## config.mk

```make
export PLATFORM = sky130hd
export DESIGN_NAME = dmxr_ctrl
export DESIGN_NICKNAME = d
export VERILOG_FILES = /design/src/rtl/dmxr_pkg.sv /design/src/rtl/dmxr_ctrl.sv
export SDC_FILE = /design/constraint.sdc
export NUM_CORES = 1
export LEC_CHECK = 0
export CAP_MARGIN = 25
export CORE_UTILIZATION = 30
export CTS_CLUSTER_SIZE = 28
export DETAILED_ROUTE_END_ITERATION = 8
export DONT_BUFFER_PORTS = 1
export PLACE_DENSITY = 0.51
export SYNTH_ARGS = -nofsm -noshare
export SYNTH_HDL_FRONTEND = slang
export SYNTH_SLANG_ARGS = --single-unit
```

## constraint.sdc

```tcl
create_clock -name clk -period 14.6 [get_ports clk]
set_clock_uncertainty 0.15 [all_clocks]
set_input_delay 1.46 -clock clk [delete_from_list [all_inputs] [get_ports clk]]
set_output_delay 1.46 -clock clk [all_outputs]
set_load 0.005 [all_outputs]
```

## src/rtl/dmxr_pkg.sv

```systemverilog
`timescale 1ns / 1ps
`default_nettype none

package dmxr_pkg;

    localparam int NUM_PORTS        = 4;
    localparam int RING_DEPTH       = 4;
    localparam int MAX_SLOTS        = 512;
    localparam int SLOTS_PER_PACKET = MAX_SLOTS + 1;
    localparam int STORE_DEPTH      = NUM_PORTS * RING_DEPTH * SLOTS_PER_PACKET;
    localparam int ADDR_W           = $clog2(STORE_DEPTH);
    localparam int RING_W           = $clog2(RING_DEPTH);
    localparam int PIDX_W           = (NUM_PORTS > 1) ? $clog2(NUM_PORTS) : 1;

    localparam logic [2:0] MODE_BYTE    = 3'd0;
    localparam logic [2:0] MODE_EOF     = 3'd1;
    localparam logic [2:0] MODE_READ    = 3'd2;
    localparam logic [2:0] MODE_RELEASE = 3'd3;
    localparam logic [2:0] MODE_TICK    = 3'd4;

    localparam logic [1:0] LS_IDLE  = 2'd0;
    localparam logic [1:0] LS_PRE   = 2'd1;
    localparam logic [1:0] LS_BREAK = 2'd2;
    localparam logic [1:0] LS_DATA  = 2'd3;

    typedef struct packed {
        logic [2:0] mode;
        logic [1:0] port;
        logic [7:0] rx_byte;
        logic       break_seen;
        logic [9:0] slot_index;
    } req_t;

    typedef struct packed {
        logic        packet_available;
        logic [7:0]  slot_value;
        logic [9:0]  slot_total;
        logic [15:0] updates_per_second;
        logic        frame_committed;
        logic [1:0]  line_state;
    } rsp_t;

    typedef struct packed {
        logic        packet_available;
        logic [9:0]  slot_total;
        logic [15:0] updates_per_second;
        logic        frame_committed;
        logic [1:0]  line_state;
        logic        slot_read;
    } res_t;

    typedef struct packed {
        logic              en;
        logic              we;
        logic [ADDR_W-1:0] addr;
        logic [7:0]        wdata;
    } mem_req_t;

endpackage

`default_nettype wire

```

## src/rtl/dmxr_ctrl.sv

```systemverilog
`timescale 1ns / 1ps
`default_nettype none

module dmxr_ctrl
    import dmxr_pkg::*;
(
    input  wire logic       clk,
    input  wire logic       rst_n,
    input  wire logic       cfg_we,
    input  wire logic [3:0] cfg_data,
    input  wire logic       accept,
    input  wire req_t       req,
    output mem_req_t        mem_req,
    output res_t            res
);

    logic [1:0]        rx_state_reg   [NUM_PORTS];
    logic [9:0]        wr_pos_reg     [NUM_PORTS];
    logic [RING_W-1:0] head_reg       [NUM_PORTS];
    logic [RING_W-1:0] tail_reg       [NUM_PORTS];
    logic [15:0]       frame_cnt_reg  [NUM_PORTS];
    logic [15:0]       prev_cnt_reg   [NUM_PORTS];
    logic [15:0]       rate_reg       [NUM_PORTS];
    logic [9:0]        slot_cnt_reg   [NUM_PORTS][RING_DEPTH];
    logic [3:0]        port_enable_reg;

    logic              port_ok;
    logic [PIDX_W-1:0] pi;
    logic              enabled;
    logic [1:0]        st;
    logic [9:0]        wp;
    logic [RING_W-1:0] hd;
    logic [RING_W-1:0] tl;
    logic [RING_W-1:0] hd_inc;
    logic [RING_W-1:0] tl_inc;
    logic [10:0]       pos_inc;

    logic [1:0]        st_next;
    logic [9:0]        wp_next;
    logic [RING_W-1:0] hd_next;
    logic [RING_W-1:0] tl_next;
    logic              fc_inc;
    logic              commit;
    logic [9:0]        commit_cnt;
    logic              wr_en;
    logic [9:0]        wr_slot;
    logic [7:0]        wr_byte;
    logic              avail;
    logic [9:0]        count;
    logic              rd_en;
    logic [RING_W-1:0] mem_entry;
    logic [9:0]        mem_slot;
    logic [15:0]       updates;
    logic              upd;

    assign port_ok = ({1'b0, req.port} < 3'(NUM_PORTS));
    assign pi      = req.port[PIDX_W-1:0];
    assign enabled = port_enable_reg[req.port];
    assign st      = rx_state_reg[pi];
    assign wp      = wr_pos_reg[pi];
    assign hd      = head_reg[pi];
    assign tl      = tail_reg[pi];
    assign hd_inc  = (hd == RING_W'(RING_DEPTH - 1)) ? '0 : hd + 1'b1;
    assign tl_inc  = (tl == RING_W'(RING_DEPTH - 1)) ? '0 : tl + 1'b1;
    assign pos_inc = {1'b0, wp} + 11'd1;

    always_comb
    begin
        st_next    = st;
        wp_next    = wp;
        fc_inc     = 1'b0;
        commit     = 1'b0;
        commit_cnt = '0;
        wr_en      = 1'b0;
        wr_slot    = wp;
        wr_byte    = req.rx_byte;
        case (req.mode)
            MODE_BYTE:
            begin
                if (enabled)
                begin
                    if (req.break_seen)
                    begin
                        st_next = LS_PRE;
                    end
                    else
                    begin
                        unique case (st)
                            LS_PRE:   st_next = LS_BREAK;
                            LS_BREAK:
                            begin
                                if (req.rx_byte == 8'd0)
                                begin
                                    st_next = LS_DATA;
                                    wr_en   = 1'b1;
                                    wr_slot = '0;
                                    wr_byte = '0;
                                    wp_next = 10'd1;
                                    fc_inc  = 1'b1;
                                end
                                else
                                begin
                                    st_next = LS_IDLE;
                                end
                            end
                            LS_DATA:
                            begin
                                wr_en   = ({1'b0, wp} <= 11'(MAX_SLOTS));
                                wp_next = pos_inc[9:0];
                                if (pos_inc > 11'(MAX_SLOTS))
                                begin
                                    commit     = 1'b1;
                                    commit_cnt = 10'(MAX_SLOTS);
                                    st_next    = LS_IDLE;
                                end
                            end
                            default: ;
                        endcase
                    end
                end
            end
            MODE_EOF:
            begin
                if (enabled)
                begin
                    if (st == LS_DATA)
                    begin
                        commit     = 1'b1;
                        commit_cnt = (wp != '0) ? wp - 10'd1 : '0;
                    end
                    st_next = LS_IDLE;
                end
            end
            default: ;
        endcase
    end

    assign hd_next = commit ? hd_inc : hd;
    assign avail   = (hd_next != tl);
    assign tl_next = (req.mode == MODE_RELEASE && avail) ? tl_inc : tl;
    assign rd_en   = (req.mode == MODE_READ) && avail
                     && ({1'b0, req.slot_index} <= 11'(MAX_SLOTS));
    assign updates = (req.mode == MODE_TICK) ? frame_cnt_reg[pi] - prev_cnt_reg[pi] : rate_reg[pi];

    always_comb
    begin
        if (!avail)
        begin
            count = '0;
        end
        else if (commit && hd == tl)
        begin
            count = commit_cnt;
        end
        else
        begin
            count = slot_cnt_reg[pi][tl];
        end
    end

    assign mem_entry = wr_en ? hd : tl;
    assign mem_slot  = wr_en ? wr_slot : req.slot_index;

    always_comb
    begin
        mem_req.en    = accept && port_ok && (wr_en || rd_en);
        mem_req.we    = wr_en;
        mem_req.addr  = (ADDR_W'(pi) * ADDR_W'(RING_DEPTH) + ADDR_W'(mem_entry))
                        * ADDR_W'(SLOTS_PER_PACKET) + ADDR_W'(mem_slot);
        mem_req.wdata = wr_byte;
    end

    always_comb
    begin
        res = '0;
        if (port_ok)
        begin
            res.packet_available   = avail;
            res.slot_total         = count;
            res.updates_per_second = updates;
            res.frame_committed    = commit;
            res.line_state         = st_next;
            res.slot_read          = rd_en;
        end
    end

    assign upd = accept && port_ok;

    always_ff @(posedge clk or negedge rst_n)
    begin
        if (!rst_n)
        begin
            port_enable_reg <= '0;
            for (int i = 0; i < NUM_PORTS; i++)
            begin
                rx_state_reg[i]  <= LS_IDLE;
                wr_pos_reg[i]    <= '0;
                head_reg[i]      <= '0;
                tail_reg[i]      <= '0;
                frame_cnt_reg[i] <= '0;
                prev_cnt_reg[i]  <= '0;
                rate_reg[i]      <= '0;
                for (int j = 0; j < RING_DEPTH; j++)
                begin
                    slot_cnt_reg[i][j] <= '0;
                end
            end
        end
        else if (cfg_we)
        begin
            port_enable_reg <= cfg_data;
            for (int i = 0; i < NUM_PORTS; i++)
            begin
                if (port_enable_reg[i] != cfg_data[i] || !cfg_data[i])
                begin
                    rx_state_reg[i] <= LS_IDLE;
                end
            end
        end
        else if (upd)
        begin
            rx_state_reg[pi] <= st_next;
            wr_pos_reg[pi]   <= wp_next;
            head_reg[pi]     <= hd_next;
            tail_reg[pi]     <= tl_next;
            if (fc_inc)
            begin
                frame_cnt_reg[pi] <= frame_cnt_reg[pi] + 16'd1;
            end
            if (commit)
            begin
                slot_cnt_reg[pi][hd] <= commit_cnt;
            end
            if (req.mode == MODE_TICK)
            begin
                for (int i = 0; i < NUM_PORTS; i++)
                begin
                    rate_reg[i]     <= frame_cnt_reg[i] - prev_cnt_reg[i];
                    prev_cnt_reg[i] <= frame_cnt_reg[i];
                end
            end
        end
    end

endmodule

`default_nettype wire

```

# [After elaboration in Yosys (flattened, before gate mapping)]
# Index checks and enable logic that the tools add are counted.
[word_totals] output_inout_bits=55 ff_bits=420 elab_cells=224
[op_classes] mux=106 n_reduce_logical=28 multipliers=1 bitwise_logic=4 n_lt_le_gt_ge=9 addsub=12 eq_ne=19
[op_table] op="two-way mux 10 bit" n=25
[op_table] op="bitwise mux 160 bit" n=1
[op_table] op="two-way mux 16 bit" n=8
[op_table] op="two-way mux 40 bit" n=3
[op_table] op="binary-select mux 16 bit (select 2 bit)" n=3
[op_table] op="binary-select mux 40 bit (select 2 bit)" n=1
[op_table] op="demux 40 bit (select 2 bit)" n=1
[op_table] op="subtractor 16 bit" n=5
[op_table] op="bitwise mux 64 bit" n=1
[op_table] op="two-way mux 8 bit" n=7
[op_table] op="two-way mux 2 bit" n=21
[op_table] op="binary-select mux 10 bit (select 2 bit)" n=2
[op_table] op="bitwise mux 40 bit" n=1
[op_table] op="demux 10 bit (select 2 bit)" n=2
[op_table] op="one-hot mux 10 bit (2 select lines)" n=2
[op_table] op="demux 16 bit (select 2 bit)" n=1
[op_table] op="bitwise mux 8 bit" n=3
[op_table] op="less-or-equal comparator 10 bit, second input constant" n=2
[op_table] op="adder 16 x 1 -> 16 bit, second input constant" n=1
[op_table] op="two-way mux 1 bit" n=15
[op_table] op="adder 14 x 10 -> 14 bit" n=1
[op_table] op="multiplier 5 x 10 -> 14 bit, second input constant" n=1
[op_table] op="binary-select mux 2 bit (select 2 bit)" n=3
[op_table] op="adder 10 x 1 -> 11 bit, second input constant" n=1
[op_table] op="other kinds (32)" n=68

# [Depth between registers and ports, before layout]
# Gate-level depths: netlist (run 1).
[logic_depth] ltp_word=17 ltp_mapped=22 mapped_depth_nobuf=20

# [Worst setup path after synthesis (run 1)]
# No wires, ideal clock.
[synth_path] path_kind="input to output" startpoint="input port req[19] (netlist bit)" endpoint="output port res[18] (netlist bit)" cell_stages=22 n_path_buf=8 setup_slack_ns=6.198 t_required_ns=12.990 t_arrival_ns=6.792 cell_sequence="buf_6 > buf_6 > buf_2 > buf_2 > buf_2 > buf_2 > buf_2 > buf_1 > mux4_2 > ha_1 > fa_1 > nor2b_1 > o21ai_0 > a21boi_0 > o21ai_0 > a21boi_0 > o21ai_0 > a21boi_0 > o31ai_1 > a2111oi_0 > nor3_1 > o31ai_1"
[synth_rtl] element="start: declaration" line="dmxr_ctrl.sv:12" rtl="input wire req_t req,"
[synth_rtl] element="end: declaration" line="dmxr_ctrl.sv:14" rtl="output res_t res"

==> results_dict.tcl, run 1 <==
set metrics [dict create \
    drtIter0Drc 1162 \
    vias 17238 \
    grt_usage_pct 16.9 \
    fillers 7707 \
    synthCells 2417 \
    crit_chain "mux4_2, nand2b_1, nor3_1, nand2_1, a21oi_1, buf_4, mux2i_1, nor2_1, ha_1, ha_1, ha_1, fa_1, a21o_1, a21oi_1, nor3_1, a31oi_1, xnor2_1" \
    grt_max_degree 421 \
    core_um2 76200 \
    cts_buffers 49 \
    tightest_slew_ns 1.20 \
    arrival_ns 6.28 \
    routed.top_layer "met4" \
    cts_hold_buf 0 \
    hold_class "reg2reg" \
    die-height_um 280 \
    tns_ns 0 \
    largest_reg_flops 160 \
    die_area_um2 78500 \
    drcViolationCount 0 \
    start_util_pct 30.5 \
    p_leak_nw 11.1 \
    antenna_left 0 \
    start_kind "input port" \
    slew_violations 0 \
    gp_congestion 0.891 \
    grt_pass1_vias 17414 \
    pin_count 87 \
    async_flop_share_pct 100 \
    wirelength_um 64500 \
    tritoncts "done" \
    io_buffers 0 \
    wl_met1_um 31100 \
    grt_first_pass_wirelength_um 103000 \
    dp_hpwl_um 43500 \
    cp_slowest_cell "xnor2_1" \
    yosysWarnings 0 \
    grt_antenna_before_repair 0 \
    synth.avg_cell_area_um2 9.61 \
    syn-num-nets 2553 \
    cts_sinks 420 \
    antennaDiodeCount 0 \
    slew_headroom_pct 19.8 \
    wire_per_inst_um 19.0 \
    yosysUniqueCellTypes 67 \
    worstSetupEndpointType "primary output" \
    drive_gt1_share_pct 9.98 \
    clock_latency_ns 0.61 \
    multi_input_area_um2 11600 \
    synth_edf_count 0 \
    cp_max_fo 115 \
    postCtsSetupBuffers 0 \
    area_growth_pct 10.8 \
    maxCapViolations 0 \
    dr.pass1.iters 5 \
    gr-total-overflow 0 \
    hold_viol 0 \
    cts_resized 0 \
    period_share_pct 54.0 \
    slowest_delay_ns 0.92 \
    ys_seq_area_share_pct 45.3 \
    htree_levels 2 \
    power.density_nw_per_um2 115 \
    fmax_ghz 0.127 \
    synth_flop_cell "dfrtp_1" \
    rsz0062_at_grt "no" \
    finalSetupViolations 0 \
    crit_type "in2out" \
    wl_met3_um 3260 \
    outcome "finished clean" \
    crit_required_ns 12.99 \
    stdcell_area_um2 25700 \
    num-nets-final 2462 \
    synth_seq_cells 420 \
    clockBufferDepth 3 \
    wl_met2_um 28800 \
    clk_pin_slew_ns 0.06 \
    seq_area_um2 10500 \
    netlist_area_um2 23200 \
    final_cell_mix "nand2_1 (469), dfrtp_1 (420), o21ai_0 (371)" \
    period_needed_ns 7.89 \
    vias_per_cell 5.08 \
    root_buffer "clkbuf_16" \
    floorplan.rows 101 \
    die_x_um 280 \
    vdd_ir_drop_max_mv 0.0900 \
    dpl-instance-area_um2 24000 \
    final_common_cell "nand2_1" \
    crit_top_cell "ha_1" \
]
## area by class of cell
type	count	area share (%)
inverter	129	1.88
clock inverter	17	0.822
tap	1030	5.01
multi-input combinational	1712	45.1
sequential	420	40.9
timing repair buffer	14	0.613
clock buffer	73	5.70
## metrics by stage
stage / cells / setup WS (ns) / power (mW) / utilization, % / hold WS, ns
after global routing: 3395 / 6.37 / 3.11 / 33.8 / 0.346
after detailed placement: 3302 / 6.81 / 1.71 / 31.5 / 0.312
after floorplan: 2417 / 6.20 / 1.61 / - / 0.293
after global placement: 3302 / 6.80 / 1.70 / 31.5 / 0.306
after CTS: 3392 / 6.80 / 3.01 / 33.7 / 0.325
final: 3395 / 6.71 / 2.97 / 33.8 / 0.323
## synth_stat cells, types with 11 or more instances
cell type  number  area (µm²)
nand3_1        29         145
a211oi_1       16         120
ha_1           98        1230
mux4_2        105        2360
xnor2_1        38         333
dfrtp_1       420       10500
a21o_1         14         105
inv_1         128         480
a21oi_1       106         531
nand2b_1       15        93.8
nor3_1         25         125
o21ai_0       371        1860
mux2i_1        23         230
a21boi_0       24         180
nor2_1        137         514
nand2_1       469        1760
o31ai_1        29         218
clkbuf_1      121         454
a211o_1        14         123
buf_1          11        41.3
buf_2          16        80.1
xor2_1         34         298
and3_1         17         106
nor2b_1        25         156
## metal layers
metal | track usage [%] | up-vias
li1 | - | 8214
met5 | 0 | -
met4 | 4.32 | 0
met3 | 2.54 | 87
met2 | 26.1 | 423
met1 | 24.6 | 8514
## critical path, delay by kind of cell
kind	cells	cell delay, ns
xor gates and xnor gates	1	0.92
AOI/OAI and AO/OA	4	0.57
adders and majority gates	4	0.98
muxes	2	0.59
buffers and inverters	1	0.24
and+or+nand+nor	5	1.44
## final timing paths
check,end,slack [ns],cells past startpoint,from
max,mem_req[20],6.71,17,req[19]
min,rate_reg[11],0.32,2,rate_reg[11]
max reg2reg,tail_reg[1],9.95,12,wr_pos_reg[0]
min reg2reg,rate_reg[11],0.32,2,rate_reg[11]
max in group asynchronous,slot_cnt_reg[12],12.92,0,rst_n
min in group asynchronous,rate_reg[53],0.45,0,rst_n
## where the power goes
group / internal (mW) / switching, mW / leakage (nW)
clock: 0.766 / 0.514 / 0.837
sequential: 1.25 / 0.0481 / 5.69
combinational: 0.177 / 0.217 / 4.61
## cell families (layout without fill, tap and decap cells)
logic type      after synthesis  in the layout  synth area share (%)
fa+ha+maj                   104            104                  5.80
buf+inv                     285            233                  4.87
simple gates                761            761                  13.9
compound gates              636            636                  15.7
mux                         139            139                  11.7
flops                       420            420                  45.3
xor+xnor                     72             72                  2.72
Power figures use the tool's default switching activity.
==> run 2: changes to the inputs <==
clock period = 7.3 ns   (was 14.6 ns; I/O delays follow)
==> run 2 against run 1 <==
Net effect: the flow now finishes with violations (hold timing); via count fell by 0.56%; core utilization is essentially flat; global-route usage fell by 0.22 points; critical path depth is 1 higher; count of clock-buffer cells in the layout decreased by 4; sequential power grew 100%; largest cell class unchanged; largest power group unchanged.
==> results_dict.tcl, run 2 (synthesized netlist as in run 1, its figures left out) <==
set metrics [dict create \
    postLayoutCoreUtil_pct 33.8 \
    crit_required_ns 6.42 \
    post-place-ws_ns 0.580 \
    violations "hold timing" \
    setup_ws_ns 0.461 \
    cts_resized 0 \
    grt_first_pass_wirelength_um 102000 \
    die_area_um2 78500 \
    postCtsSetupBuffers 0 \
    htree_levels 2 \
    final_cell_mix "nand2_1 (469), dfrtp_1 (420), o21ai_0 (371)" \
    cts_sinks 420 \
    wirelength_um 64200 \
    rsz0062_at_grt "no" \
    num-nets-final 2465 \
    dp_hpwl_um 43700 \
    r2r_cells 12 \
    instances_no_fill 3397 \
    wire_per_inst_um 18.9 \
    vias_per_cell 5.05 \
    p_leak_nw 11.1 \
    grt_usage_pct 16.7 \
    period_share_pct 93.7 \
    maxCapViolations 0 \
    io_buffers 0 \
    drtIter0Drc 1229 \
    pin_count 87 \
    grt_pass1_vias 17247 \
    clock_latency_ns 0.60 \
    grt_max_degree 421 \
    start_util_pct 30.5 \
    fillers 7773 \
    core_um2 76200 \
    period_needed_ns 6.84 \
    die-height_um 280 \
    finalSetupViolations 0 \
    arrival_ns 5.96 \
    drcViolationCount 0 \
    gp_congestion 0.857 \
    crit_type "reg2out" \
    die_x_um 280 \
    slew_headroom_pct 25.5 \
    area_growth_pct 10.9 \
    tns_ns 0 \
    placed_cells 3308 \
    vias 17142 \
    antenna_left 0 \
    fmax_ghz 0.146 \
    tightest_slew_ns 1.12 \
    floorplan.rows 101 \
    root_buffer "clkbuf_16" \
    whs_ns -0.289 \
    clk_pin_slew_ns 0.06 \
    clockBufferDepth 3 \
    dr.pass1.iters 5 \
    hold_class "in2async" \
    slew_violations 0 \
    outcome "finished, violations left" \
    hold_viol 420 \
    drive_gt1_share_pct 10.2 \
    tritoncts "done" \
    cp_max_fo 11 \
    worstSetupEndpointType "primary output" \
    start_kind "register" \
    largest_reg_flops 160 \
    gr-total-overflow 0 \
    grt_antenna_before_repair 0 \
    vdd_ir_drop_max_mv 0.162 \
    power.density_nw_per_um2 231 \
    cts_buffers 49 \
    antennaDiodeCount 0 \
    final_common_cell "nand2_1" \
]
run 2: changes by cell type in the layout (fill, tap and decap cells not counted):
cell / change
buf_4: +5
clkinv_8: +2
bufinv_16: +1
clkinvlp_4: +1
buf_12: -1
buf_16: -1
clkbuf_1: -4
inv_16: -1
run 2: critical path, stage by stage (launching register included):
cell and delay, ns:
dfrtp_1 0.38, mux4_2 0.62, or3_4 0.43, nor2_1 0.18, nand2_1 0.14, a21oi_1 0.48
buf_4 0.27, mux2i_1 0.20, nor2_1 0.07, ha_1 0.31, ha_1 0.29, ha_1 0.22
fa_1 0.46, a21o_1 0.18, a21oi_1 0.23, nor3_1 0.14, a31oi_1 0.23, xnor2_1 0.29
buf_4 0.25
run 2: cell type report:
class / count / area (µm²) / area share [%]
sequential: 420 / 10500 / 40.8
timing repair buffer: 17 / 148 / 0.573
tap: 1030 / 1290 / 5.01
inverter: 129 / 484 / 1.88
clock buffer: 69 / 1450 / 5.64
multi-input combinational: 1712 / 11600 / 45.1
clock inverter: 20 / 262 / 1.02
run 2: metal layers:
metal | share of wire, % | track usage [%] | routed length, µm | vias up
met5 | 0 | 0 | 0 | -
met4 | 2.2 | 4.37 | 1400 | 0
met3 | 5.4 | 2.92 | 3470 | 89
met2 | 45 | 25.6 | 28700 | 366
met1 | 48 | 24.0 | 30700 | 8471
li1 | - | - | - | 8216
run 2: path summary, 6_finish.rpt:
kind / slack, ns / startpoint / endpoint
worst max-delay path: 0.46 / wr_pos_reg[3] / mem_req[20]
worst min-delay path: -0.29 / rst_n / rate_reg[7]
worst max register to register: 2.60 / wr_pos_reg[0] / tail_reg[4]
worst min register to register: 0.32 / slot_cnt_reg[64] / slot_cnt_reg[64]
max in group asynchronous: 6.41 / rst_n / rx_state_reg[5]
min in group clk: 0.13 / cfg_data[2] / port_enable_reg[2]
run 2: where the power goes:
part           leakage [nW]  internal, mW  switching [mW]
Clock                 0.851          1.56            1.02
Sequential             5.69          2.49          0.0941
Combinational          4.61         0.355           0.432
Total                  11.1          4.41            1.55
run 2: metrics by stage:
stage               cell area, µm²  hold WS (ns)  total power [mW]
floorplan                    23200         0.284              3.21
global placement             24000         0.306              3.40
detailed placement           24000         0.315              3.42
CTS                          25700        -0.315              6.03
global route                 25700        -0.336              6.24
finish                       25700        -0.289              5.95
