--- src/rtl/dmxr_pkg.sv ---
`timescale 1ns / 1ps
`default_nettype none

package dmxr_pkg;

    localparam int NUM_PORTS        = 4;
    localparam int RING_DEPTH       = 4;
    localparam int MAX_SLOTS        = 512;
    localparam int SLOTS_PER_PACKET = MAX_SLOTS + 1;
    localparam int STORE_DEPTH      = NUM_PORTS * RING_DEPTH * SLOTS_PER_PACKET;
    localparam int ADDR_W           = $clog2(STORE_DEPTH);
    localparam int RING_W           = $clog2(RING_DEPTH);
    localparam int PIDX_W           = (NUM_PORTS > 1) ? $clog2(NUM_PORTS) : 1;

    localparam logic [2:0] MODE_BYTE    = 3'd0;
    localparam logic [2:0] MODE_EOF     = 3'd1;
    localparam logic [2:0] MODE_READ    = 3'd2;
    localparam logic [2:0] MODE_RELEASE = 3'd3;
    localparam logic [2:0] MODE_TICK    = 3'd4;

    localparam logic [1:0] LS_IDLE  = 2'd0;
    localparam logic [1:0] LS_PRE   = 2'd1;
    localparam logic [1:0] LS_BREAK = 2'd2;
    localparam logic [1:0] LS_DATA  = 2'd3;

    typedef struct packed {
        logic [2:0] mode;
        logic [1:0] port;
        logic [7:0] rx_byte;
        logic       break_seen;
        logic [9:0] slot_index;
    } req_t;

    typedef struct packed {
        logic        packet_available;
        logic [7:0]  slot_value;
        logic [9:0]  slot_total;
        logic [15:0] updates_per_second;
        logic        frame_committed;
        logic [1:0]  line_state;
    } rsp_t;

    typedef struct packed {
        logic        packet_available;
        logic [9:0]  slot_total;
        logic [15:0] updates_per_second;
        logic        frame_committed;
        logic [1:0]  line_state;
        logic        slot_read;
    } res_t;

    typedef struct packed {
        logic              en;
        logic              we;
        logic [ADDR_W-1:0] addr;
        logic [7:0]        wdata;
    } mem_req_t;

endpackage

`default_nettype wire

--- src/rtl/dmxr_out.sv ---
`timescale 1ns / 1ps
`default_nettype none

module dmxr_out
    import dmxr_pkg::*;
(
    input  wire logic       clk,
    input  wire logic       rst_n,
    input  wire logic       accept,
    input  wire res_t       res,
    input  wire logic [7:0] rdata,
    output logic            busy,
    output logic            rsp_valid,
    input  wire logic       rsp_stall,
    output rsp_t            rsp_data
);

    logic a_valid_reg;
    logic a_valid_next;
    res_t a_res_reg;
    logic o_valid_reg;
    logic o_valid_next;
    rsp_t o_data_reg;
    rsp_t o_data_next;
    logic a_adv;

    assign a_adv        = a_valid_reg && (!o_valid_reg || !rsp_stall);
    assign busy         = a_valid_reg && !a_adv;
    assign a_valid_next = accept || (a_valid_reg && !a_adv);
    assign o_valid_next = a_adv || (o_valid_reg && rsp_stall);

    always_comb
    begin
        o_data_next.packet_available   = a_res_reg.packet_available;
        o_data_next.slot_value         = a_res_reg.slot_read ? rdata : 8'd0;
        o_data_next.slot_total         = a_res_reg.slot_total;
        o_data_next.updates_per_second = a_res_reg.updates_per_second;
        o_data_next.frame_committed    = a_res_reg.frame_committed;
        o_data_next.line_state         = a_res_reg.line_state;
    end

    always_ff @(posedge clk or negedge rst_n)
    begin
        if (!rst_n)
        begin
            a_valid_reg <= 1'b0;
            o_valid_reg <= 1'b0;
        end
        else
        begin
            a_valid_reg <= a_valid_next;
            o_valid_reg <= o_valid_next;
        end
    end

    always_ff @(posedge clk)
    begin
        if (accept)
        begin
            a_res_reg <= res;
        end
        if (a_adv)
        begin
            o_data_reg <= o_data_next;
        end
    end

    assign rsp_valid = o_valid_reg;
    assign rsp_data  = o_data_reg;

endmodule

`default_nettype wire
--- config.mk ---
export PLATFORM = sky130hd
export DESIGN_NAME = dmxr_out
export DESIGN_NICKNAME = d
export VERILOG_FILES = /design/src/rtl/dmxr_pkg.sv /design/src/rtl/dmxr_out.sv
export SDC_FILE = /design/constraint.sdc
export NUM_CORES = 1
export LEC_CHECK = 0
export BUFFER_PORTS_ARGS = -buffer_cell sky130_fd_sc_hd__buf_2
export CAP_MARGIN = 10
export CORE_UTILIZATION = 40
export CTS_CLUSTER_DIAMETER = 120
export DETAILED_ROUTE_END_ITERATION = 6
export PLACE_DENSITY = 0.75
export RECOVER_POWER = 50
export SETUP_SLACK_MARGIN = 0.4
export SLEW_MARGIN = 20
export SYNTH_ARGS = -nofsm -noshare
export SYNTH_HDL_FRONTEND = slang
export SYNTH_SLANG_ARGS = --single-unit
--- constraint.sdc ---
create_clock -name clk -period 3.5 [get_ports clk]
set_clock_uncertainty 0.2 [all_clocks]
set_input_delay 1.05 -clock clk [delete_from_list [all_inputs] [get_ports clk]]
set_output_delay 1.05 -clock clk [all_outputs]
set_load 0.03 [all_outputs]
# Word level (Yosys, flattened, before mapping)
# Cells that the tools add are included.
dict set report word_totals {
  wordCells 23
  regBits 71
}
dict set report op_classes {
  reduce_logical 9
}
# operator count
set ops {}
lappend ops {{$logic_and A1 B1 Y1} 3}
lappend ops {{$logic_not A1 Y1} 3}
lappend ops {{$logic_or A1 B1 Y1} 3}

# Logic depth before layout (Yosys ltp)
# Gate-level depths: netlist of the first run.
dict set report depth {
  depth_word 6
  ltp_mapped 1
}

# Least setup slack after synthesis of the first run
# No wires, ideal clock.
dict set report synth_timing {
  path_kind {input to register}
  from {in rsp_stall}
  to {reg o_data_reg (netlist bit rsp_data[0]) (enable)}
  required_time_ps 2856
  arrival_time_ps 2807
  setup_slack_ps 49
  path_buffers 0
  setup_time_ps 444
  stages 1
  cell_sequence {a21boi_1}
}
dict set report synth_between {
  elab_chain_cells 3
}
# element line
set synth_lines {}
lappend synth_lines {{start: declaration} dmxr_out.sv:14} ;# input wire logic rsp_stall,
lappend synth_lines {{$logic_not A1 Y1} dmxr_out.sv:27} ;# assign a_adv = a_valid_reg && (!o_valid_reg || !rsp_stall);
lappend synth_lines {{$logic_or A1 B1 Y1} dmxr_out.sv:27}
lappend synth_lines {{$logic_and A1 B1 Y1} dmxr_out.sv:27}
lappend synth_lines {{end signal: assignment} dmxr_out.sv:64} ;# o_data_reg <= o_data_next;
lappend synth_lines {{end: declaration} dmxr_out.sv:23} ;# rsp_t o_data_reg;
# Every way passes these cells.
# A chain may end at the register's enable or synchronous reset.

# Final worst setup path of the first run
dict set report layout_timing {
  from {in rsp_stall}
  to {out busy}
}
dict set report layout_between {
  elab_chain_cells 5
}
# element line
set layout_lines {}
lappend layout_lines {{$logic_not A1 Y1} dmxr_out.sv:27}
lappend layout_lines {{$logic_or A1 B1 Y1} dmxr_out.sv:27}
lappend layout_lines {{$logic_and A1 B1 Y1} dmxr_out.sv:27}
lappend layout_lines {{$logic_not A1 Y1} dmxr_out.sv:28} ;# assign busy = a_valid_reg && !a_adv;
lappend layout_lines {{$logic_and A1 B1 Y1} dmxr_out.sv:28}
lappend layout_lines {{end: declaration} dmxr_out.sv:12} ;# output logic busy,
# Every way passes these cells.

==> impl_metrics.py, run 1 <==
metrics = {
    "synth": {
        "syn_area_per_cell_um2": 26.5,
        "synth_fp_nets": 126,
        "synth_warnings": 0,
        "netlist_area_um2": 2200,
        "synthCells": 83,
        "ys_types": 7,
        "synth_top_cell_by_area": "edfxtp_1",
        "synthTopCellsByArea": "edfxtp_1, and2_1, dfrtp_1",
        "ys_seq_area_share_pct": 96.4,
        "synth_top_area_share_pct": 94.1,
        "ys_seq_elements": 71,
    },
    "worst_setup_path": {
        "worstReg2RegStart": "rsp_valid$_DFF_PN0_",
        "r2r-end": "rsp_data[26]$_DFFE_PP_",
        "r2r_slack_ns": 1.91,
        "required_ns": 2.25,
        "cp-startpoint": "rsp_stall",
        "end_kind": "output pin",
        "startpoint_type": "input pin",
        "crit_path_max_fanout": 4,
        "critical_path_class": "in2out",
        "reg2regPathDepth": 2,
        "crit_arrival_ns": 1.63,
    },
    "worst_hold_path": {
        "whs_path_depth": 0,
        "min_to": "rsp_data[10]$_DFFE_PP_",
        "hold_class": "reg2reg",
        "hold_start": "a_res_reg[11]$_DFFE_PP_",
    },
    "detailed_routing": {
        "vias": 1092,
        "wire_per_inst_um": 12.5,
        "first_pass_iters": 4,
        "top_layer_used": "met4",
        "drt_wl_total_mm": 3.16,
        "ant_nets": 0,
        "route.met3.wl_um": 383,
        "drtIter0Drc": 26,
        "vias_per_cell": 4.33,
        "drc": 0,
        "drt-met1-wl_mm": 1.25,
        "wl_met2_mm": 1.47,
    },
    "clock_network": {
        "htreeDepth": 3,
        "cts_tree": "yes",
        "root_buffer": "clkbuf_8",
        "cts.sinks": 71,
        "path_clk_slew_ns": 0.07,
        "cts_buffers": 9,
        "cts_buffer_depth": 2,
        "post_cts_resized": 0,
        "postCtsHoldBufs": 0,
        "post_cts_buffers": 0,
        "clk_latency_ns": 0.33,
    },
    "timing": {
        "relSlewSlack_pct": -11.7,
        "tightest_slew_ns": 1.68,
        "worst_hold_slack_ns": 0.218,
        "final_hold_viol_count": 0,
        "max_clock_freq_ghz": 0.348,
        "slew_viol_final": 33,
        "period_share_pct": 82.2,
        "fin_ws_ns": 0.625,
        "setup_tns_ns": 0,
        "finalSetupViolCount": 0,
        "post-route-min-period_ns": 2.88,
        "grt_setup_unrepaired": "no",
    },
    "grt": {
        "grt_pass1_vias": 1083,
        "overflow": 0,
        "grt_max_degree": 39,
        "grt_antenna_before_repair": 0,
        "grt_usage_pct": 11.7,
        "grt_pass1_wl_mm": 4.83,
    },
    "final_layout": {
        "area_delta_synth_final_pct": 31.5,
        "largest_reg_flops": 38,
        "antenna_cells": 0,
        "drive_gt1_share_pct": 51.1,
        "fin_cells": 252,
        "finalNetCount": 220,
    },
    "flow_run": {
        "max-cap-violations": 1,
    },
    "power_and_ir_drop": {
        "p_leak_nw": 1.14,
        "power_per_cell_area_nw_per_um2": 618,
        "vdd_drop_max_uv": 318,
    },
    "floorplanning": {
        "die_area_um2": 5810,
        "initial_core_util_pct": 42.3,
        "core_area_um2": 5200,
        "die_w_um": 76.2,
        "std_cell_rows": 26,
        "dieHeight_um": 76.2,
        "ios": 83,
    },
    "placed_design": {
        "dp_cells": 236,
        "io_buffers": 82,
        "hpwl_mm": 2.12,
        "place_ws_ns": 0.734,
        "gp_congestion": 0.678,
    },
    "run_status": {
        "status": "complete, but fails checks",
        "violations": "max-capacitance violations, max-slew violations",
    },
}
[kinds of logic (layout without fill, tap and decap cells)]
logic type	count (synthesis)	in the layout	share of synthesized area (%)
AO/OA/AOI/OAI	3	3	1.08
buffers and inverters	0	99	0
flip-flops	71	71	96.4
AND/OR/NAND/NOR	9	9	2.56
[synthesized netlist by cell type]
| cell type | count |
|---|---|
| dfrtp_1 | 2 |
| and2_1 | 8 |
| and3_1 | 1 |
| edfxtp_1 | 69 |
| a21o_1 | 1 |
| a31o_1 | 1 |
| a21boi_1 | 1 |
[report_power, final]
part           switching [mW]  leakage (nW)  internal [mW]
combinational           0.118         0.359         0.0469
clock                   0.265        0.0880          0.326
sequential             0.0177         0.692           1.02
[worst max-delay path by stage]
stage | end | slack [ns] | cells past startpoint
floorplan | rsp_data[0]$_DFFE_PP_ | 0.72 | 1
global placement | busy | 0.74 | 3
detailed placement | busy | 0.73 | 3
CTS | busy | 0.73 | 3
global route | busy | 0.58 | 3
finish | busy | 0.62 | 3
[layout by cell type, fill, tap and decap left out, drive strengths merged]
master,Yosys,routed
and3,1,1
clkbuf,0,15
edfxtp,69,69
and2,8,8
bufinv,0,1
dfrtp,2,2
clkinvlp,0,1
a31o,1,1
buf,0,80
a21o,1,1
clkinv,0,2
a21boi,1,1
[critical path, stage by stage]
cell	delay, ns
clkbuf_1	0.20
and3_1	0.19
buf_2	0.19
[per-layer routing]
metal | global-route usage [%] | vias to the layer above
met5 | 0 | -
met4 | 8.65 | 0
met3 | 6.47 | 6
met2 | 18.1 | 66
met1 | 11.8 | 504
li1 | - | 516
[per-stage QoR]
| step | area, um2 | util [%] | total power, mW |
|---|---|---|---|
| after floorplan | 2210 | - | 1.15 |
| after global routing | 2900 | 55.6 | 1.86 |
| after global placement | 2720 | 52.2 | 1.21 |
| after CTS | 2900 | 55.7 | 1.82 |
| final | 2900 | 55.6 | 1.79 |
| after detailed placement | 2720 | 52.2 | 1.22 |
[area by class of cell]
class,instances,area (um2)
Clock inverter,4,46.3
Clock buffer,12,135
Multi-Input combinational cell,12,91.3
Timing Repair Buffer,83,414
Tap cell,70,87.6
Fill cell,452,2310
Sequential cell,71,2120
No activity file was read; power rests on OpenSTA's default activity.
==> run 2, diff against run 1 <==
--- a/config.mk
+++ b/config.mk
@@ -10,7 +10,7 @@
 export CORE_UTILIZATION = 40
 export CTS_CLUSTER_DIAMETER = 120
 export DETAILED_ROUTE_END_ITERATION = 6
-export PLACE_DENSITY = 0.75
+export PLACE_DENSITY = 0.78
 export RECOVER_POWER = 50
 export SETUP_SLACK_MARGIN = 0.4
 export SLEW_MARGIN = 20
==> constraint.sdc (replaced) <==
create_clock -name clk -period 2.32 [get_ports clk]
set_clock_uncertainty 0.2 [all_clocks]
set_input_delay 0.696 -clock clk [delete_from_list [all_inputs] [get_ports clk]]
set_output_delay 0.696 -clock clk [all_outputs]
set_load 0.03 [all_outputs]
==> run 2 against run 1 <==
  * Total power rose by 46%
  * Worst hold slack barely moved
  * Highest routed layer unchanged
  * Critical endpoint unchanged
  * Utilization rose by 0.96 points
  * Sequential share of layout area fell by 1.2 points
  * Critical path depth did not move
  * Sequential power rose by 51%
  * Clock power rose by 33%
  * Cell count rose by 1.6%
  * The run now ends clean
==> impl_metrics.py, run 2 (synthesis gave the netlist of run 1 again) <==
metrics = {
    "final_layout": {
        "post-route-util_pct": 56.6,
        "seqCellArea_um2": 2120,
        "fill_cells": 417,
        "antenna_cells": 0,
        "final_cell_mix": "buf_2, edfxtp_1, clkbuf_8, and2_0",
        "multi_input_area_um2": 96.3,
        "drive_gt1_share_pct": 54.8,
        "area_delta_synth_final_pct": 33.8,
        "largest_reg_flops": 38,
        "fin_area_um2": 2950,
        "final_common_cell": "buf_2",
        "finalNetCount": 225,
    },
    "placed_design": {
        "gp_congestion": 0.663,
        "hpwl_mm": 2.25,
        "dpl_cell_area_um2": 2730,
        "io_buffers": 82,
        "place_ws_ns": 0.260,
    },
    "run_status": {
        "status": "finished, final reports clean",
    },
    "timing": {
        "post-route-min-period_ns": 1.97,
        "grt_setup_unrepaired": "yes",
        "slew_viol_final": 0,
        "finalSetupViolCount": 0,
        "period_share_pct": 85.1,
        "final_hold_viol_count": 0,
        "max_clock_freq_ghz": 0.507,
        "worst_hold_slack_ns": 0.218,
        "relSlewSlack_pct": 50.5,
        "tightest_slew_ns": 0.743,
        "fin_ws_ns": 0.346,
        "setup_tns_ns": 0,
    },
    "power_and_ir_drop": {
        "p_leak_nw": 1.17,
        "power_per_cell_area_nw_per_um2": 888,
        "vdd_drop_max_uv": 666,
    },
    "clock_network": {
        "cts.sinks": 71,
        "htreeDepth": 3,
        "path_clk_slew_ns": 0.06,
        "cts_buffers": 9,
        "root_buffer": "clkbuf_8",
        "cts_tree": "yes",
        "clk_latency_ns": 0.33,
        "cts_buffer_depth": 2,
    },
    "floorplanning": {
        "initial_core_util_pct": 42.3,
        "ios": 83,
        "core_area_um2": 5200,
        "dieHeight_um": 76.2,
        "die_area_um2": 5810,
        "die_w_um": 76.2,
        "std_cell_rows": 26,
    },
    "worst_setup_path": {
        "crit_chain": "buf_8, and3_4, buf_6",
        "critical_path_class": "in2out",
        "startpoint_type": "input pin",
        "slowest_delay_ns": 0.16,
        "crit_arrival_ns": 1.08,
        "required_ns": 1.42,
        "cp-startpoint": "rsp_stall",
        "critPathSlowestCell": "and3_4",
        "end_kind": "output pin",
        "worstReg2RegStart": "rsp_valid$_DFF_PN0_",
        "crit_path_max_fanout": 2,
        "path_delay_family": "buffers and inverters",
        "timing.critical_path.buf_inv": 2,
    },
    "detailed_routing": {
        "ant_nets": 0,
        "vias": 1091,
        "first_pass_iters": 4,
        "drc": 0,
        "drtIter0Drc": 30,
        "wire_per_inst_um": 13.3,
        "drt_wl_total_mm": 3.39,
        "vias_per_cell": 4.26,
    },
    "grt": {
        "grt_pass1_vias": 1108,
        "grt_antenna_before_repair": 0,
        "grt_max_degree": 39,
        "grt_usage_pct": 12.4,
        "overflow": 0,
        "grt_pass1_wl_mm": 5.13,
    },
    "worst_hold_path": {
        "hold_start": "a_res_reg[26]$_DFFE_PP_",
        "hold_class": "reg2reg",
    },
    "flow_run": {
        "max-cap-violations": 0,
    },
}
## run 2: area by class of cell
class                           instances  share of cell area [%]
Timing Repair Buffer                   88                    16.5
Multi-Input combinational cell         12                    3.27
Clock buffer                           10                    4.33
Sequential cell                        71                    72.1
Tap cell                               70                    2.97
Clock inverter                          5                   0.892
## run 2: final timing paths
path | slack, ns | endpoint | depth (start not counted)
max reg2reg | 0.71 | rsp_data[1]$_DFFE_PP_ | 4
min in group asynchronous | 0.48 | a_valid_reg$_DFF_PN0_ | 2
min | 0.22 | rsp_data[25]$_DFFE_PP_ | 0
max | 0.35 | busy | 3
min reg2reg | 0.22 | rsp_data[25]$_DFFE_PP_ | 0
max in group asynchronous | 1.29 | rsp_valid$_DFF_PN0_ | 2
## run 2: repair_timing
action,4_1_cts,5_1_grt
hold buffers,1,0
buffers inserted,3,1
endpoints found under the setup margin,1,1
endpoints found under the hold margin,2,0
gates resized for setup,7,0
## run 2: per-layer routing
| layer | vias up | GRT usage (%) | wire length [um] |
|---|---|---|---|
| met2 | 68 | 21.2 | 1740 |
| li1 | 523 | - | - |
| met4 | 0 | 7.50 | 42 |
| met1 | 496 | 12.2 | 1280 |
| met5 | - | 0 | 0 |
| met3 | 4 | 5.75 | 332 |
## run 2: metrics by stage
stage	total power, mW	instances
finish	2.62	256
global route	2.71	256
CTS	2.64	255
detailed placement	1.85	236
global placement	1.84	236
floorplan	1.73	83
## run 2: where the power goes
part / total [mW] / internal, mW / switching (mW)
logic: 0.271 / 0.0871 / 0.184
clock network: 0.785 / 0.372 / 0.413
registers: 1.56 / 1.53 / 0.0280
==> run 3, diff against run 2 <==
--- a/config.mk
+++ b/config.mk
@@ -8,6 +8,7 @@
 export BUFFER_PORTS_ARGS = -buffer_cell sky130_fd_sc_hd__buf_2
 export CAP_MARGIN = 10
 export CORE_UTILIZATION = 40
+export CTS_BUF_LIST = sky130_fd_sc_hd__clkbuf_16
 export CTS_CLUSTER_DIAMETER = 120
 export DETAILED_ROUTE_END_ITERATION = 6
 export PLACE_DENSITY = 0.78
==> run 3 against run 2 <==
  * Highest routed layer unchanged
  * Sequential power hardly changed
  * Utilization is 1.7 points higher
  * Largest cell class unchanged
  * Die area stayed put
  * Critical endpoint unchanged
  * Clock power is 48% higher
==> impl_metrics.py, run 3 (synthesis gave the netlist of run 1 again) <==
metrics = {
    "run_status": {
        "status": "finished, final reports clean",
    },
    "timing": {
        "tightest_slew_ns": 0.748,
        "slew_viol_final": 0,
        "post-route-min-period_ns": 1.97,
        "max_clock_freq_ghz": 0.506,
        "finalSetupViolCount": 0,
        "setup_tns_ns": 0,
        "relSlewSlack_pct": 50.2,
        "period_share_pct": 85.1,
        "final_hold_viol_count": 0,
        "worst_hold_slack_ns": 0.215,
        "grt_setup_unrepaired": "yes",
        "fin_ws_ns": 0.345,
    },
    "final_layout": {
        "fin_area_um2": 3040,
        "area_delta_synth_final_pct": 37.9,
        "fin_cells": 255,
        "antenna_cells": 0,
        "finalNetCount": 224,
        "largest_reg_flops": 38,
        "final_cell_mix": "buf_2, edfxtp_1, clkbuf_16, and2_0, clkinv_2",
        "post-route-util_pct": 58.3,
        "drive_gt1_share_pct": 54.1,
        "fill_cells": 403,
        "final_common_cell": "buf_2",
    },
    "worst_setup_path": {
        "crit_path_max_fanout": 2,
        "worstReg2RegStart": "rsp_valid$_DFF_PN0_",
        "critical_path_class": "in2out",
        "required_ns": 1.42,
        "crit_arrival_ns": 1.08,
        "r2r-end": "rsp_data[23]$_DFFE_PP_",
        "r2r_slack_ns": 0.84,
        "startpoint_type": "input pin",
        "reg2regPathDepth": 3,
        "end_kind": "output pin",
    },
    "detailed_routing": {
        "first_pass_iters": 4,
        "drc": 0,
        "ant_nets": 0,
        "wire_per_inst_um": 13.8,
        "drtIter0Drc": 39,
        "vias_per_cell": 4.27,
        "vias": 1088,
        "drt_wl_total_mm": 3.53,
    },
    "clock_network": {
        "cts_buffer_depth": 2,
        "path_clk_slew_ns": 0.05,
        "htreeDepth": 3,
        "clk_latency_ns": 0.32,
        "cts_tree": "yes",
        "root_buffer": "clkbuf_16",
        "cts.sinks": 71,
        "cts_buffers": 9,
    },
    "grt": {
        "grt_max_degree": 39,
        "grt_pass1_wl_mm": 5.23,
        "overflow": 0,
        "grt_pass1_vias": 1127,
        "grt_antenna_before_repair": 0,
        "grt_usage_pct": 12.8,
    },
    "power_and_ir_drop": {
        "vdd_drop_max_uv": 626,
        "p_leak_nw": 1.21,
        "total_power_mw": 2.99,
        "power_per_cell_area_nw_per_um2": 985,
    },
    "flow_run": {
        "max-cap-violations": 0,
    },
    "floorplanning": {
        "std_cell_rows": 26,
        "die_area_um2": 5810,
        "core_area_um2": 5200,
        "initial_core_util_pct": 42.3,
        "dieHeight_um": 76.2,
        "ios": 83,
        "die_w_um": 76.2,
    },
    "placed_design": {
        "dpl_cell_area_um2": 2730,
        "place_ws_ns": 0.260,
        "gp_congestion": 0.663,
        "io_buffers": 82,
        "hpwl_mm": 2.25,
        "dp_cells": 236,
    },
    "worst_hold_path": {
        "hold_class": "reg2reg",
        "whs_path_depth": 0,
        "hold_start": "a_res_reg[18]$_DFFE_PP_",
        "min_to": "rsp_data[17]$_DFFE_PP_",
    },
}
==> run 3: cell count changes in the layout (fill, tap and decap cells not counted), sizes merged <==
| cell | previous run | this run |
|---|---|---|
| buf | 84 | 83 |
| inv | 0 | 1 |
| clkbuf | 13 | 12 |
==> run 3: worst max path at each step <==
stage                     slack, ns             startpoint                     to  depth (start not counted)
after floorplan                0.34              rsp_stall  rsp_data[0]$_DFFE_PP_                          1
after global placement         0.26              rsp_stall                   busy                          3
after detailed placement       0.26              rsp_stall                   busy                          3
after CTS                      0.35              rsp_stall                   busy                          3
after global routing           0.33  a_valid_reg$_DFF_PN0_                   busy                          2
final                          0.35              rsp_stall                   busy                          3
==> run 3: what timing repair did <==
item,CTS,global route
endpoints found under the hold margin,2,0
hold buffers,1,0
resized for setup,7,0
setup endpoints to repair,1,1
buffers inserted,2,1
==> run 3: worst max-delay path, cell delays in order <==
cell and delay [ns]:
buf_8 0.10, and3_4 0.16, buf_6 0.13
==> run 3: power by group <==
part	total (mW)	internal (mW)	leakage, nW	switching [mW]
combinational	0.269	0.0849	0.388	0.184
clock	1.16	0.702	0.130	0.456
sequential	1.56	1.53	0.691	0.0287
==> run 3: area by class of cell <==
type / count / area, um2 / area share, %
Clock inverter: 6 / 30.0 / 0.989
Clock buffer: 9 / 225 / 7.42
Timing Repair Buffer: 87 / 474 / 15.6
Sequential cell: 71 / 2120 / 69.9
Tap cell: 70 / 87.6 / 2.88
Multi-Input combinational cell: 12 / 96.3 / 3.17
==> run 3: metal layers <==
metal	GRT usage [%]	share of wire (%)
met5	0	0
met4	6.35	1.1
met3	7.66	9.5
met2	21.8	52
met1	12.1	38
